==> config.mk <==
export PLATFORM = sky130hd
export DESIGN_NAME = axis_move_planner_flat
export DESIGN_NICKNAME = d
export VERILOG_FILES = /design/src/rtl/core/amp_pkg.sv /design/src/rtl/core/amp_cmd_if.sv /design/src/rtl/core/amp_res_if.sv /design/src/rtl/core/amp_mul.sv /design/src/rtl/core/amp_dsq.sv /design/src/rtl/core/axis_move_planner.sv /design/src/flat_wrapper.sv
export SDC_FILE = /design/constraint.sdc
export NUM_CORES = 2
export LEC_CHECK = 0
export BUFFER_PORTS_ARGS = -buffer_cell sky130_fd_sc_hd__buf_2
export CAP_MARGIN = 15
export CORE_AREA = 2 2 301 303
export CTS_CLUSTER_DIAMETER = 150
export DETAILED_ROUTE_END_ITERATION = 16
export DIE_AREA = 0 0 303 305
export PLACE_DENSITY = 0.77
export SLEW_MARGIN = 30
export SYNTH_ARGS = -nofsm -noshare
export SYNTH_HDL_FRONTEND = slang
export SYNTH_SLANG_ARGS = --single-unit
export TNS_END_PERCENT = 1
==> constraint.sdc <==
create_clock -name clk -period 11.15 [get_ports clk]
set_clock_uncertainty 0.15 [all_clocks]
set_input_delay 1.115 -clock clk [delete_from_list [all_inputs] [get_ports clk]]
set_output_delay 1.115 -clock clk [all_outputs]
set_load 0.02 [all_outputs]
==> src/rtl/core/amp_pkg.sv <==
// ----------------------------------------------------------------------------
// amp_pkg
// Shared constants and types of the axis move planner: field widths, register
// indexes, reset values, time-estimate coefficients and divider/root controls.
// ----------------------------------------------------------------------------
`timescale 1ns / 1ps

package amp_pkg;

  // Parameter defaults
  localparam int POSITION_WIDTH_DEF = 16;
  localparam int TIME_WIDTH_DEF     = 32;

  // Fixed field widths
  localparam int SPEED_W     = 16;
  localparam int ACCEL_W     = 8;
  localparam int A_W         = ACCEL_W + 1;   // accel code with zero read as 256
  localparam int PPU_W       = 10;
  localparam int MIN_TIME_W  = 16;
  localparam int PULSE_W     = 26;
  localparam int TIME_OUT_W  = 32;
  localparam int LIMIT_MIN_W = 16;
  localparam int CFG_IDX_W   = 2;

  // Shared multiplier narrow operand, divider denominator width (8*v*a)
  localparam int MUL_A_W = 16;
  localparam int DEN_W   = 28;

  // Register indexes
  localparam logic [CFG_IDX_W-1:0] CFG_UPPER_LIMIT = 2'd0;
  localparam logic [CFG_IDX_W-1:0] CFG_LOWER_LIMIT = 2'd1;
  localparam logic [CFG_IDX_W-1:0] CFG_PPU         = 2'd2;
  localparam logic [CFG_IDX_W-1:0] CFG_MIN_TIME    = 2'd3;

  // Register reset values
  localparam int UPPER_RESET    = 135;
  localparam int LOWER_RESET    = 0;
  localparam int PPU_RESET      = 80;
  localparam int MIN_TIME_RESET = 200;

  // Time estimate coefficients
  localparam int ACCEL_ZERO_VALUE = 256;
  localparam int K_ROOT           = 18750;  // t^2 = 18750 p / a
  localparam int K_ACC            = 75;     // 75 p a term
  localparam int K_CRUISE         = 4000;   // 4000 v^2 term

  // Divider / root unit controls
  typedef enum logic {
    DSQ_DIV,
    DSQ_SQRT
  } dsq_mode_t;

  typedef struct packed {
    logic      start;
    dsq_mode_t mode;
  } dsq_ctl_t;

  typedef struct packed {
    logic busy;
    logic done;
  } dsq_sts_t;

endpackage

==> src/rtl/core/amp_cmd_if.sv <==
// ----------------------------------------------------------------------------
// amp_cmd_if
// Move command channel: valid/ready handshake with target, speed and accel.
// ----------------------------------------------------------------------------
`timescale 1ns / 1ps

interface amp_cmd_if #(
  parameter int POSITION_WIDTH = amp_pkg::POSITION_WIDTH_DEF
);
  logic                               valid;
  logic                               ready;
  logic signed [POSITION_WIDTH-1:0]   target_position;
  logic [amp_pkg::SPEED_W-1:0]        move_speed;
  logic [amp_pkg::ACCEL_W-1:0]        move_accel;

  modport source (output valid, output target_position, output move_speed,
                  output move_accel, input ready);
  modport sink   (input valid, input target_position, input move_speed,
                  input move_accel, output ready);
endinterface

==> src/rtl/core/amp_res_if.sv <==
// ----------------------------------------------------------------------------
// amp_res_if
// Move result channel: valid/ready handshake with motor command and time.
// ----------------------------------------------------------------------------
`timescale 1ns / 1ps

interface amp_res_if;
  logic                            valid;
  logic                            ready;
  logic                            direction;
  logic [amp_pkg::PULSE_W-1:0]     pulse_count;
  logic                            issue_move;
  logic [amp_pkg::SPEED_W-1:0]     motor_speed;
  logic [amp_pkg::ACCEL_W-1:0]     motor_accel;
  logic [amp_pkg::TIME_OUT_W-1:0]  move_time_ms;
  logic                            speed_error;

  modport source (output valid, output direction, output pulse_count,
                  output issue_move, output motor_speed, output motor_accel,
                  output move_time_ms, output speed_error, input ready);
  modport sink   (input valid, input direction, input pulse_count,
                  input issue_move, input motor_speed, input motor_accel,
                  input move_time_ms, input speed_error, output ready);
endinterface

==> src/rtl/core/amp_mul.sv <==
// ----------------------------------------------------------------------------
// amp_mul
// Shared registered multiplier: narrow by wide unsigned product per cycle.
// ----------------------------------------------------------------------------
`timescale 1ns / 1ps

module amp_mul #(
  parameter int A_WIDTH = amp_pkg::MUL_A_W,
  parameter int B_WIDTH = 32
) (
  input  logic                         clk,
  input  logic [A_WIDTH-1:0]           op_a,
  input  logic [B_WIDTH-1:0]           op_b,
  output logic [A_WIDTH+B_WIDTH-1:0]   prod_r
);

  always_ff @(posedge clk) begin
    prod_r <= (A_WIDTH + B_WIDTH)'(op_a) * (A_WIDTH + B_WIDTH)'(op_b);
  end

endmodule

==> src/rtl/core/amp_dsq.sv <==
// ----------------------------------------------------------------------------
// amp_dsq
// Shared shift-subtract unit: restoring division one quotient bit per cycle,
// or integer square root one result bit per cycle, on one subtractor.
// ----------------------------------------------------------------------------
`timescale 1ns / 1ps

module amp_dsq #(
  parameter int NUM_W = 46
) (
  input  logic                        clk,
  input  logic                        rst_n,
  input  amp_pkg::dsq_ctl_t           ctl,
  input  logic [NUM_W-1:0]            num,
  input  logic [amp_pkg::DEN_W-1:0]   den,
  output amp_pkg::dsq_sts_t           sts,
  output logic [NUM_W-1:0]            result
);

  localparam int SQ_W  = NUM_W / 2;
  localparam int RW    = (amp_pkg::DEN_W + 1 > SQ_W + 3) ? amp_pkg::DEN_W + 1 : SQ_W + 3;
  localparam int CNT_W = $clog2(NUM_W + 1);

  logic [NUM_W-1:0]           x_r;
  logic [NUM_W-1:0]           q_r;
  logic [RW-1:0]              rem_r;
  logic [amp_pkg::DEN_W-1:0]  den_r;
  logic [CNT_W-1:0]           cnt_r;
  amp_pkg::dsq_mode_t         mode_r;
  logic                       done_r;

  logic [RW-1:0] shifted;
  logic [RW-1:0] trial;
  logic [RW:0]   diff;
  logic          take;

  // Division brings down one dividend bit, root brings down a bit pair
  always_comb begin
    if (mode_r == amp_pkg::DSQ_DIV) begin
      shifted = {rem_r[RW-2:0], x_r[NUM_W-1]};
      trial   = RW'(den_r);
    end else begin
      shifted = {rem_r[RW-3:0], x_r[NUM_W-1:NUM_W-2]};
      trial   = RW'({q_r[SQ_W-1:0], 2'b01});
    end
    diff = {1'b0, shifted} - {1'b0, trial};
    take = ~diff[RW];
  end

  always_ff @(posedge clk) begin
    if (!rst_n) begin
      cnt_r  <= '0;
      done_r <= 1'b0;
      mode_r <= amp_pkg::DSQ_DIV;
    end else if (ctl.start) begin
      x_r    <= num;
      q_r    <= '0;
      rem_r  <= '0;
      den_r  <= den;
      mode_r <= ctl.mode;
      cnt_r  <= (ctl.mode == amp_pkg::DSQ_DIV) ? CNT_W'(NUM_W) : CNT_W'(SQ_W);
      done_r <= 1'b0;
    end else if (cnt_r != '0) begin
      rem_r  <= take ? diff[RW-1:0] : shifted;
      q_r    <= {q_r[NUM_W-2:0], take};
      x_r    <= (mode_r == amp_pkg::DSQ_DIV) ? (x_r << 1) : (x_r << 2);
      cnt_r  <= cnt_r - CNT_W'(1);
      done_r <= (cnt_r == CNT_W'(1));
    end else begin
      done_r <= 1'b0;
    end
  end

  assign sts.busy = (cnt_r != '0);
  assign sts.done = done_r;
  assign result   = q_r;

endmodule

==> src/rtl/core/axis_move_planner.sv <==
// ----------------------------------------------------------------------------
// axis_move_planner
// Each item runs through the multiplier steps, then the one-bit-per-cycle divide/root
//   unit on NUM_W-bit numerators (NUM_W = 46 at default widths): a division on the
//   cruise path, a division then a square root on the root path; an output stall holds the item in the hand-off state.
// Items: one at a time; the next item can be taken the cycle after the
//   result is handed to the output register.
// Reset: synchronous active-low; registers return to their reset values and
//   the stored position to zero.
// ----------------------------------------------------------------------------
`timescale 1ns / 1ps

module axis_move_planner #(
  parameter int POSITION_WIDTH = amp_pkg::POSITION_WIDTH_DEF,
  parameter int TIME_WIDTH     = amp_pkg::TIME_WIDTH_DEF,
  localparam int CFG_W = (POSITION_WIDTH > amp_pkg::LIMIT_MIN_W) ?
                         POSITION_WIDTH : amp_pkg::LIMIT_MIN_W
) (
  input  logic                           clk,
  input  logic                           rst_n,
  amp_cmd_if.sink                        in_ch,
  amp_res_if.source                      out_ch,
  input  logic                           cfg_we,
  input  logic [amp_pkg::CFG_IDX_W-1:0]  cfg_index,
  input  logic [CFG_W-1:0]               cfg_data
);

  // --------------------------------------------------------------------------
  // Datapath widths, all derived from the position width
  // --------------------------------------------------------------------------
  localparam int PW     = POSITION_WIDTH;
  localparam int LW     = CFG_W;                  // limit registers hold 135 at any PW
  localparam int DW     = PW + 1;                 // signed difference, |d| up to 2^PW - 1
  localparam int P_W    = DW + amp_pkg::PPU_W;    // pulse count
  localparam int AP_W   = P_W + amp_pkg::A_W;     // a * p
  localparam int VV_W   = 2 * amp_pkg::SPEED_W;   // v * v
  localparam int VA_W   = amp_pkg::SPEED_W + amp_pkg::A_W;
  localparam int VV160_W = VV_W + 8;
  localparam int AP3_W  = AP_W + 2;
  localparam int CMP_W  = (VV160_W > AP3_W) ? VV160_W : AP3_W;
  localparam int N1_W   = P_W + 15;
  localparam int N2_W   = ((AP_W + 7 > VV_W + 12) ? AP_W + 7 : VV_W + 12) + 1;
  localparam int NRAW_W = (N1_W > N2_W) ? N1_W : N2_W;
  localparam int NUM_W  = ((NRAW_W + 1) / 2) * 2;  // even for bit-pair root
  localparam int MB_W   = (AP_W > VV_W) ? AP_W : VV_W;
  localparam int MP_W   = amp_pkg::MUL_A_W + MB_W;
  localparam int EXT_W  = ((NUM_W > TIME_WIDTH) ? NUM_W : TIME_WIDTH) + 1;
  localparam logic [EXT_W-1:0] TMAX_EXT = (EXT_W'(1) << TIME_WIDTH) - EXT_W'(1);

  // --------------------------------------------------------------------------
  // Sequencer states
  // --------------------------------------------------------------------------
  typedef enum logic [3:0] {
    S_IDLE,      // take a command
    S_CLAMP,     // clamp target to limits
    S_DIFF,      // difference, direction, distance; store new position
    S_MP,        // issue dist * ppu
    S_MVV,       // capture p, issue v * v
    S_MAP,       // capture v^2, issue a * p
    S_MVA,       // capture a*p, issue v * a
    S_SEL,       // capture v*a, pick root or cruise formula
    S_MK1,       // issue first numerator product
    S_MK2,       // capture it, issue 4000 v^2
    S_SUM,       // cruise numerator sum
    S_DIV_GO,    // start division
    S_DIV_WAIT,  // wait for quotient
    S_SQ_GO,     // start square root
    S_SQ_WAIT,   // wait for root
    S_FIN        // floor, saturate and hand off
  } state_t;

  state_t state_r, state_nxt;

  // Configuration registers
  logic signed [LW-1:0]            upper_r;
  logic signed [LW-1:0]            lower_r;
  logic [amp_pkg::PPU_W-1:0]       ppu_r;
  logic [amp_pkg::MIN_TIME_W-1:0]  min_time_r;

  // Axis state
  logic signed [PW-1:0]            cur_pos_r;

  // Per-item working registers
  logic signed [PW-1:0]            tgt_r;
  logic signed [PW-1:0]            clamp_r;
  logic [amp_pkg::SPEED_W-1:0]     v_r;
  logic [amp_pkg::ACCEL_W-1:0]     acode_r;
  logic [amp_pkg::A_W-1:0]         a_r;
  logic                            dir_r;
  logic                            mov_r;
  logic [DW-1:0]                   dist_r;
  logic [P_W-1:0]                  p_r;
  logic [VV_W-1:0]                 vv_r;
  logic [VV160_W-1:0]              vv160_r;
  logic [AP_W-1:0]                 ap_r;
  logic [AP3_W-1:0]                ap3_r;
  logic [VA_W-1:0]                 va_r;
  logic                            root_sel_r;
  logic [NUM_W-1:0]                num_r;
  logic [NUM_W-1:0]                t_r;

  // Output register
  logic                            out_valid_r;
  logic                            o_dir_r;
  logic [amp_pkg::PULSE_W-1:0]     o_pulse_r;
  logic                            o_move_r;
  logic [amp_pkg::SPEED_W-1:0]     o_speed_r;
  logic [amp_pkg::ACCEL_W-1:0]     o_accel_r;
  logic [amp_pkg::TIME_OUT_W-1:0]  o_time_r;
  logic                            o_err_r;

  // Shared units
  logic [amp_pkg::MUL_A_W-1:0]     mul_a;
  logic [MB_W-1:0]                 mul_b;
  logic [MP_W-1:0]                 mul_prod;
  amp_pkg::dsq_ctl_t               dsq_ctl;
  amp_pkg::dsq_sts_t               dsq_sts;
  logic [NUM_W-1:0]                dsq_num;
  logic [amp_pkg::DEN_W-1:0]       dsq_den;
  logic [NUM_W-1:0]                dsq_q;

  // Combinational helpers
  logic                            in_fire;
  logic                            out_free;
  logic signed [LW-1:0]            tgt_ext;
  logic signed [LW-1:0]            clip_hi;
  logic signed [LW-1:0]            clip_lo;
  logic signed [DW-1:0]            diff_w;
  logic [VV_W-1:0]                 vv_w;
  logic [AP_W-1:0]                 ap_w;
  logic [EXT_W-1:0]                t_ext;
  logic [EXT_W-1:0]                min_ext;
  logic [EXT_W-1:0]                raised;
  logic [EXT_W-1:0]                time_fin;

  // Hold ready low while reset is applied so no item is taken then
  assign in_ch.ready = rst_n & (state_r == S_IDLE);
  assign in_fire     = in_ch.valid & in_ch.ready;
  assign out_free    = ~out_valid_r | out_ch.ready;

  // Clamp to the upper limit first, then the lower one, so a crossed pair
  // leaves the lower limit in charge
  assign tgt_ext = LW'(tgt_r);
  assign clip_hi = (tgt_ext > upper_r) ? upper_r : tgt_ext;
  assign clip_lo = (clip_hi < lower_r) ? lower_r : clip_hi;

  assign diff_w  = DW'(clamp_r) - DW'(cur_pos_r);
  assign vv_w    = VV_W'(mul_prod);
  assign ap_w    = AP_W'(mul_prod);

  // Raise to the floor, saturate; zero speed forces the saturated time
  assign t_ext    = EXT_W'(t_r);
  assign min_ext  = EXT_W'(min_time_r);
  assign raised   = (t_ext < min_ext) ? min_ext : t_ext;
  assign time_fin = (v_r == '0)        ? TMAX_EXT :
                    (raised > TMAX_EXT) ? TMAX_EXT : raised;

  // --------------------------------------------------------------------------
  // Shared multiplier operands, one product per sequencer step
  // --------------------------------------------------------------------------
  always_comb begin
    mul_a = '0;
    mul_b = '0;
    case (state_r)
      S_MP: begin
        mul_a = amp_pkg::MUL_A_W'(ppu_r);
        mul_b = MB_W'(dist_r);
      end
      S_MVV: begin
        mul_a = v_r;
        mul_b = MB_W'(v_r);
      end
      S_MAP: begin
        mul_a = amp_pkg::MUL_A_W'(a_r);
        mul_b = MB_W'(p_r);
      end
      S_MVA: begin
        mul_a = v_r;
        mul_b = MB_W'(a_r);
      end
      S_MK1: begin
        if (root_sel_r) begin
          mul_a = amp_pkg::MUL_A_W'(amp_pkg::K_ROOT);
          mul_b = MB_W'(p_r);
        end else begin
          mul_a = amp_pkg::MUL_A_W'(amp_pkg::K_ACC);
          mul_b = MB_W'(ap_r);
        end
      end
      S_MK2: begin
        mul_a = amp_pkg::MUL_A_W'(amp_pkg::K_CRUISE);
        mul_b = MB_W'(vv_r);
      end
      default: begin
        mul_a = '0;
        mul_b = '0;
      end
    endcase
  end

  // Divider feeds: 18750p / a on the root path, num / 8va on the cruise path;
  // the root takes the quotient still held in the unit
  always_comb begin
    dsq_ctl.start = (state_r == S_DIV_GO) || (state_r == S_SQ_GO);
    dsq_ctl.mode  = (state_r == S_SQ_GO) ? amp_pkg::DSQ_SQRT : amp_pkg::DSQ_DIV;
    dsq_num       = (state_r == S_SQ_GO) ? dsq_q : num_r;
    dsq_den       = root_sel_r ? amp_pkg::DEN_W'(a_r) : amp_pkg::DEN_W'({va_r, 3'b000});
  end

  // --------------------------------------------------------------------------
  // Next state
  // --------------------------------------------------------------------------
  always_comb begin
    state_nxt = state_r;
    case (state_r)
      S_IDLE:     if (in_fire) state_nxt = S_CLAMP;
      S_CLAMP:    state_nxt = S_DIFF;
      S_DIFF:     state_nxt = S_MP;
      S_MP:       state_nxt = S_MVV;
      S_MVV:      state_nxt = S_MAP;
      S_MAP:      state_nxt = S_MVA;
      S_MVA:      state_nxt = S_SEL;
      S_SEL:      state_nxt = S_MK1;
      S_MK1:      state_nxt = S_MK2;
      S_MK2:      state_nxt = root_sel_r ? S_DIV_GO : S_SUM;
      S_SUM:      state_nxt = S_DIV_GO;
      S_DIV_GO:   state_nxt = S_DIV_WAIT;
      S_DIV_WAIT: if (dsq_sts.done) state_nxt = root_sel_r ? S_SQ_GO : S_FIN;
      S_SQ_GO:    state_nxt = S_SQ_WAIT;
      S_SQ_WAIT:  if (dsq_sts.done) state_nxt = S_FIN;
      S_FIN:      if (out_free) state_nxt = S_IDLE;
      default:    state_nxt = S_IDLE;
    endcase
  end

  // --------------------------------------------------------------------------
  // State, configuration, working and output registers
  // --------------------------------------------------------------------------
  always_ff @(posedge clk) begin
    if (!rst_n) begin
      state_r     <= S_IDLE;
      upper_r     <= LW'(amp_pkg::UPPER_RESET);
      lower_r     <= LW'(amp_pkg::LOWER_RESET);
      ppu_r       <= amp_pkg::PPU_W'(amp_pkg::PPU_RESET);
      min_time_r  <= amp_pkg::MIN_TIME_W'(amp_pkg::MIN_TIME_RESET);
      cur_pos_r   <= '0;
      out_valid_r <= 1'b0;
    end else begin
      state_r <= state_nxt;

      // Configuration writes; limits are sign-extended from the position width
      if (cfg_we) begin
        case (cfg_index)
          amp_pkg::CFG_UPPER_LIMIT: upper_r    <= LW'($signed(cfg_data[PW-1:0]));
          amp_pkg::CFG_LOWER_LIMIT: lower_r    <= LW'($signed(cfg_data[PW-1:0]));
          amp_pkg::CFG_PPU:         ppu_r      <= cfg_data[amp_pkg::PPU_W-1:0];
          amp_pkg::CFG_MIN_TIME:    min_time_r <= cfg_data[amp_pkg::MIN_TIME_W-1:0];
          default: ;
        endcase
      end

      // Drop the result once the sink takes it; the hand-off state reloads it
      if (out_valid_r && out_ch.ready && (state_r != S_FIN)) out_valid_r <= 1'b0;

      case (state_r)
        S_IDLE: begin
          if (in_fire) begin
            tgt_r   <= in_ch.target_position;
            v_r     <= in_ch.move_speed;
            acode_r <= in_ch.move_accel;
          end
        end
        S_CLAMP: begin
          clamp_r <= PW'(clip_lo);
          a_r     <= (acode_r == '0) ? amp_pkg::A_W'(amp_pkg::ACCEL_ZERO_VALUE)
                                     : amp_pkg::A_W'(acode_r);
        end
        S_DIFF: begin
          // Direction is 1 for a negative or zero move
          dir_r     <= diff_w[DW-1] | (diff_w == '0);
          mov_r     <= (diff_w != '0);
          dist_r    <= diff_w[DW-1] ? $unsigned(-diff_w) : $unsigned(diff_w);
          cur_pos_r <= clamp_r;
        end
        S_MVV: p_r <= P_W'(mul_prod);
        S_MAP: begin
          vv_r    <= vv_w;
          vv160_r <= (VV160_W'(vv_w) << 7) + (VV160_W'(vv_w) << 5);
        end
        S_MVA: begin
          ap_r  <= ap_w;
          ap3_r <= (AP3_W'(ap_w) << 1) + AP3_W'(ap_w);
        end
        S_SEL: begin
          va_r       <= VA_W'(mul_prod);
          // Speed high enough that the move never reaches cruise: root formula
          root_sel_r <= (CMP_W'(vv160_r) >= CMP_W'(ap3_r));
        end
        S_MK2: num_r <= NUM_W'(mul_prod);
        S_SUM: num_r <= num_r + NUM_W'(mul_prod);
        S_DIV_WAIT: if (dsq_sts.done && !root_sel_r) t_r <= dsq_q;
        S_SQ_WAIT:  if (dsq_sts.done) t_r <= dsq_q;
        S_FIN: begin
          if (out_free) begin
            out_valid_r <= 1'b1;
            o_dir_r     <= dir_r;
            o_pulse_r   <= amp_pkg::PULSE_W'(p_r);
            o_move_r    <= mov_r;
            o_speed_r   <= v_r;
            o_accel_r   <= acode_r;
            o_time_r    <= amp_pkg::TIME_OUT_W'(time_fin);
            o_err_r     <= (v_r == '0);
          end
        end
        default: ;
      endcase
    end
  end

  // --------------------------------------------------------------------------
  // Shared units
  // --------------------------------------------------------------------------
  amp_mul #(
    .A_WIDTH (amp_pkg::MUL_A_W),
    .B_WIDTH (MB_W)
  ) u_mul (
    .clk    (clk),
    .op_a   (mul_a),
    .op_b   (mul_b),
    .prod_r (mul_prod)
  );

  amp_dsq #(
    .NUM_W (NUM_W)
  ) u_dsq (
    .clk    (clk),
    .rst_n  (rst_n),
    .ctl    (dsq_ctl),
    .num    (dsq_num),
    .den    (dsq_den),
    .sts    (dsq_sts),
    .result (dsq_q)
  );

  // --------------------------------------------------------------------------
  // Result channel
  // --------------------------------------------------------------------------
  assign out_ch.valid        = out_valid_r;
  assign out_ch.direction    = o_dir_r;
  assign out_ch.pulse_count  = o_pulse_r;
  assign out_ch.issue_move   = o_move_r;
  assign out_ch.motor_speed  = o_speed_r;
  assign out_ch.motor_accel  = o_accel_r;
  assign out_ch.move_time_ms = o_time_r;
  assign out_ch.speed_error  = o_err_r;

endmodule
==> src/flat_wrapper.sv <==
// flat-port wrapper written by rule: the top's interface ports become plain ports
module axis_move_planner_flat 
#(
  parameter int POSITION_WIDTH = amp_pkg::POSITION_WIDTH_DEF,
  parameter int TIME_WIDTH     = amp_pkg::TIME_WIDTH_DEF,
  localparam int CFG_W = (POSITION_WIDTH > amp_pkg::LIMIT_MIN_W) ?
                         POSITION_WIDTH : amp_pkg::LIMIT_MIN_W
)
  (clk, rst_n, cfg_we, cfg_index, cfg_data, in_ch_valid, in_ch_target_position, in_ch_move_speed, in_ch_move_accel, in_ch_ready, out_ch_valid, out_ch_direction, out_ch_pulse_count, out_ch_issue_move, out_ch_motor_speed, out_ch_motor_accel, out_ch_move_time_ms, out_ch_speed_error, out_ch_ready);
  amp_cmd_if #(.POSITION_WIDTH(POSITION_WIDTH)) in_ch_i ();
  amp_res_if out_ch_i ();
  input  logic clk;
  input  logic rst_n;
  input  logic cfg_we;
  input  logic [amp_pkg::CFG_IDX_W-1:0] cfg_index;
  input  logic [CFG_W-1:0] cfg_data;
  input wire logic [$bits(in_ch_i.valid)-1:0] in_ch_valid;
  input wire logic [$bits(in_ch_i.target_position)-1:0] in_ch_target_position;
  input wire logic [$bits(in_ch_i.move_speed)-1:0] in_ch_move_speed;
  input wire logic [$bits(in_ch_i.move_accel)-1:0] in_ch_move_accel;
  output wire logic [$bits(in_ch_i.ready)-1:0] in_ch_ready;
  output wire logic [$bits(out_ch_i.valid)-1:0] out_ch_valid;
  output wire logic [$bits(out_ch_i.direction)-1:0] out_ch_direction;
  output wire logic [$bits(out_ch_i.pulse_count)-1:0] out_ch_pulse_count;
  output wire logic [$bits(out_ch_i.issue_move)-1:0] out_ch_issue_move;
  output wire logic [$bits(out_ch_i.motor_speed)-1:0] out_ch_motor_speed;
  output wire logic [$bits(out_ch_i.motor_accel)-1:0] out_ch_motor_accel;
  output wire logic [$bits(out_ch_i.move_time_ms)-1:0] out_ch_move_time_ms;
  output wire logic [$bits(out_ch_i.speed_error)-1:0] out_ch_speed_error;
  input wire logic [$bits(out_ch_i.ready)-1:0] out_ch_ready;
  assign in_ch_i.valid = in_ch_valid;
  assign in_ch_i.target_position = in_ch_target_position;
  assign in_ch_i.move_speed = in_ch_move_speed;
  assign in_ch_i.move_accel = in_ch_move_accel;
  assign in_ch_ready = in_ch_i.ready;
  assign out_ch_valid = out_ch_i.valid;
  assign out_ch_direction = out_ch_i.direction;
  assign out_ch_pulse_count = out_ch_i.pulse_count;
  assign out_ch_issue_move = out_ch_i.issue_move;
  assign out_ch_motor_speed = out_ch_i.motor_speed;
  assign out_ch_motor_accel = out_ch_i.motor_accel;
  assign out_ch_move_time_ms = out_ch_i.move_time_ms;
  assign out_ch_speed_error = out_ch_i.speed_error;
  assign out_ch_i.ready = out_ch_ready;
  axis_move_planner #(.POSITION_WIDTH(POSITION_WIDTH), .TIME_WIDTH(TIME_WIDTH)) u_core (.clk(clk), .rst_n(rst_n), .in_ch(in_ch_i), .out_ch(out_ch_i), .cfg_we(cfg_we), .cfg_index(cfg_index), .cfg_data(cfg_data));
endmodule
==> impl_metrics.json <==
{
  "synth_cell_types": 88,
  "drtIter0Drc": 3911,
  "ys.warnings.count": 0,
  "number_of_vias_per_cell_after_detailed_routing": 5.90,
  "timing.critical_path.slowest_cell_delay_ns": 0.69,
  "powerDensity_nw_per_um2": 148,
  "drcViolationCount": 20,
  "critPathLaunchType": "register",
  "initial_core_util_pct": 59.5,
  "path_delay_family": "adder cells",
  "synth_seq_cells": 733,
  "cp_common_cell": "sky130_fd_sc_hd__fa_1",
  "timing.critical_path.fanout_max": 30,
  "syn-instance-count": 5047,
  "crit_required_ns": 11.54,
  "worstPathBufferInverterCount": 5,
  "critPathKind": "reg2reg",
  "critPathCaptureType": "register",
  "num-nets-final": 6113,
  "netlist_area_pre_place_sq_um": 53200,
  "cts_hold_repair.buffers": 0,
  "maxCapViolations": 0,
  "area_delta_synth_final_pct": 9.77,
  "critical_path.startpoint": "u_core.state_r[3]$_SDFFE_PN0P_",
  "cts.repair.resized": 0,
  "io_buffers": 149,
  "outcome": "finished, violations left",
  "ys_seq_area_share_pct": 38.9,
  "tritoncts": "done",
  "violations": "design-rule violations",
  "cts_max_path_buffers": 3,
  "finalHoldViolations": 0,
  "timing.slew.headroom_pct": 27.3,
  "detailroute.via_count": 38300,
  "ctsHtreeMaxLevel": 3,
  "cellLeakagePower_nw": 23.9,
  "post_route_cells_drive_above_1_share_pct": 8.67,
  "fin_crit_sh_pct": 86.5,
  "fin_crit_ns": 9.64,
  "syn_area_per_cell_sq_um": 10.5,
  "worst_hold_slack_ns": 0.279,
  "rsz0062_at_grt": "false",
  "boundaryPins": 150,
  "timing.critical_path.arrival_ns": 10.03,
  "worstMarginPinSlew_ns": 1.09,
  "antenna_violations_before_repair": 4,
  "std_cell_rows": 110,
  "drt-total-wl_mm": 133,
  "grt_max_degree": 83,
  "synth_enable_flop_cells": 600,
  "route.antenna.remaining_nets": 0,
  "drt_pass_1_iters": 14,
  "cts_setup_buffers": 0,
  "dp.final_hpwl_mm": 101,
  "synth-async-reset-ratio_pct": 0,
  "insertion_delay_ns": 0.67,
  "worst_hold_startpoint": "u_core.dir_r$_DFFE_PP_",
  "track_usage_pct": 29.7,
  "synth-main-ff-cell": "sky130_fd_sc_hd__edfxtp_1",
  "layout.cells.most_common": "sky130_fd_sc_hd__inv_1",
  "timing.fmax_ghz": 0.104,
  "critical_path.slowest_cell": "sky130_fd_sc_hd__dfxtp_1",
  "die_w_um": 303,
  "critical_path.reg2reg.startpoint": "u_core.state_r[3]$_SDFFE_PN0P_",
  "die_area_sq_um": 92400,
  "vdd.ir_drop.worst_mv": 0.134,
  "layout_filler_cell_count": 6827,
  "global_route_wire_length_before_repair_mm": 214,
  "numCtsBuffers": 80,
  "core_region_area_sq_um": 89300,
  "hold_class": "reg2reg",
  "preCtsSetupSlack_ns": 1.64,
  "drv_slew": 0,
  "final_core_util_pct": 65.4,
  "final.setup.worst_slack_ns": 1.51,
  "clk_root_buffer_cell": "sky130_fd_sc_hd__clkbuf_16",
  "mostFrequentLayoutCells": "sky130_fd_sc_hd__inv_1 (669), sky130_fd_sc_hd__nand2_1 (650), sky130_fd_sc_hd__edfxtp_1 (600)",
  "totalNegativeSetupSlack_ns": 0,
  "clkSinkCount": 733,
  "setup_violations": 0,
  "vias_in_the_first_global_route": 39300,
  "die_h_um": 305,
  "aggregate_global_routing_overflow": 0,
  "gpl.final_weighted_congestion": 0.936,
  "clk_pin_slew_worst_paths_ns": 0.06,
  "wl_per_cell_um": 20.5
}
-- path summary, 6_finish.rpt --
path                                  endpoint  slack (ns)  cells past startpoint
max            u_core.u_mul.prod_r[45]$_DFF_P_        1.51                     30
min          u_core.out_ch.direction$_DFFE_PP_        0.28                      0
max reg2reg    u_core.u_mul.prod_r[45]$_DFF_P_        1.51                     30
min reg2reg  u_core.out_ch.direction$_DFFE_PP_        0.28                      0
-- registers in the layout (all words and copies together) (netlist names), 17 cells and up --
register / count
u_core.p_r: 27
u_core.ap_r: 35
u_core.dist_r: 17
u_core.ap3_r: 38
u_core.u_dsq.x_r: 46
u_core.vv_r: 32
u_core.va_r: 25
u_core.out_ch.move_time_ms: 32
u_core.t_r: 46
u_core.u_mul.prod_r: 46
u_core.out_ch.pulse_count: 26
u_core.num_r: 46
u_core.u_dsq.den_r: 28
u_core.vv160_r: 33
u_core.u_dsq.result: 46
u_core.u_dsq.rem_r: 28
-- per-layer routing --
metal | wire length [um] | vias up | GRT usage (%)
met5 | 0 | - | 0
met4 | 5180 | 0 | 10.5
met3 | 12100 | 312 | 5.52
met2 | 61400 | 1625 | 46.9
met1 | 54800 | 18800 | 41.3
li1 | - | 17600 | -
-- kinds of logic (layout without fill, tap and decap cells) --
kind of cell    after synthesis  count (layout)  synth area share [%]
simple gates               1393            1393                  11.7
compound gates              939             939                  12.0
buf+inv                     852            1034                  6.06
fa+ha+maj                   801             801                  25.4
flops                       733             733                  38.9
xor+xnor                    176             176                  2.90
mux                         151             151                  2.97
other cells                   2              91                0.0141
-- power by group --
group          internal [mW]  switching (mW)  total [mW]
Sequential              3.35           0.225        3.58
Clock                   1.57            1.16        2.73
Combinational           1.03            1.32        2.35
-- cell usage after synthesis, drive strengths merged (116+ instances only) --
cell type / instances / share of area [%]
o21ai: 208 / 2.0
fa: 466 / 18
inv: 670 / 4.7
a21oi: 179 / 1.7
clkbuf: 155 / 1.1
ha: 335 / 7.9
xnor2: 125 / 2.1
edfxtp: 600 / 34
nor2: 317 / 2.2
a21o: 116 / 1.6
dfxtp: 133 / 5.0
nand2: 651 / 4.6
-- metrics by stage --
| stage | total power, mW | cells | instance area, sq um |
|---|---|---|---|
| 4_1_cts | 8.67 | 6491 | 58300 |
| 6_report | 8.66 | 6494 | 58400 |
| 3_3_place_gp | 5.86 | 6340 | 55600 |
| 5_1_grt | 9.14 | 6493 | 58400 |
| 2_1_floorplan | 5.39 | 5135 | 53500 |
| 3_5_place_dp | 5.94 | 6341 | 55600 |
-- final cells by class --
| type | count | area, sq um | share of cell area (%) |
|---|---|---|---|
| clock buffers | 99 | 2130 | 3.66 |
| clock inverters | 51 | 592 | 1.01 |
| repair buffers | 214 | 1270 | 2.17 |
| well taps | 1176 | 1470 | 2.52 |
| multi-input cells | 3550 | 29700 | 50.9 |
| inverters | 670 | 2520 | 4.31 |
| diodes | 1 | 2.50 | 0.00429 |
| flip-flops and latches | 733 | 20700 | 35.4 |
(Power assumes the default switching activity.)
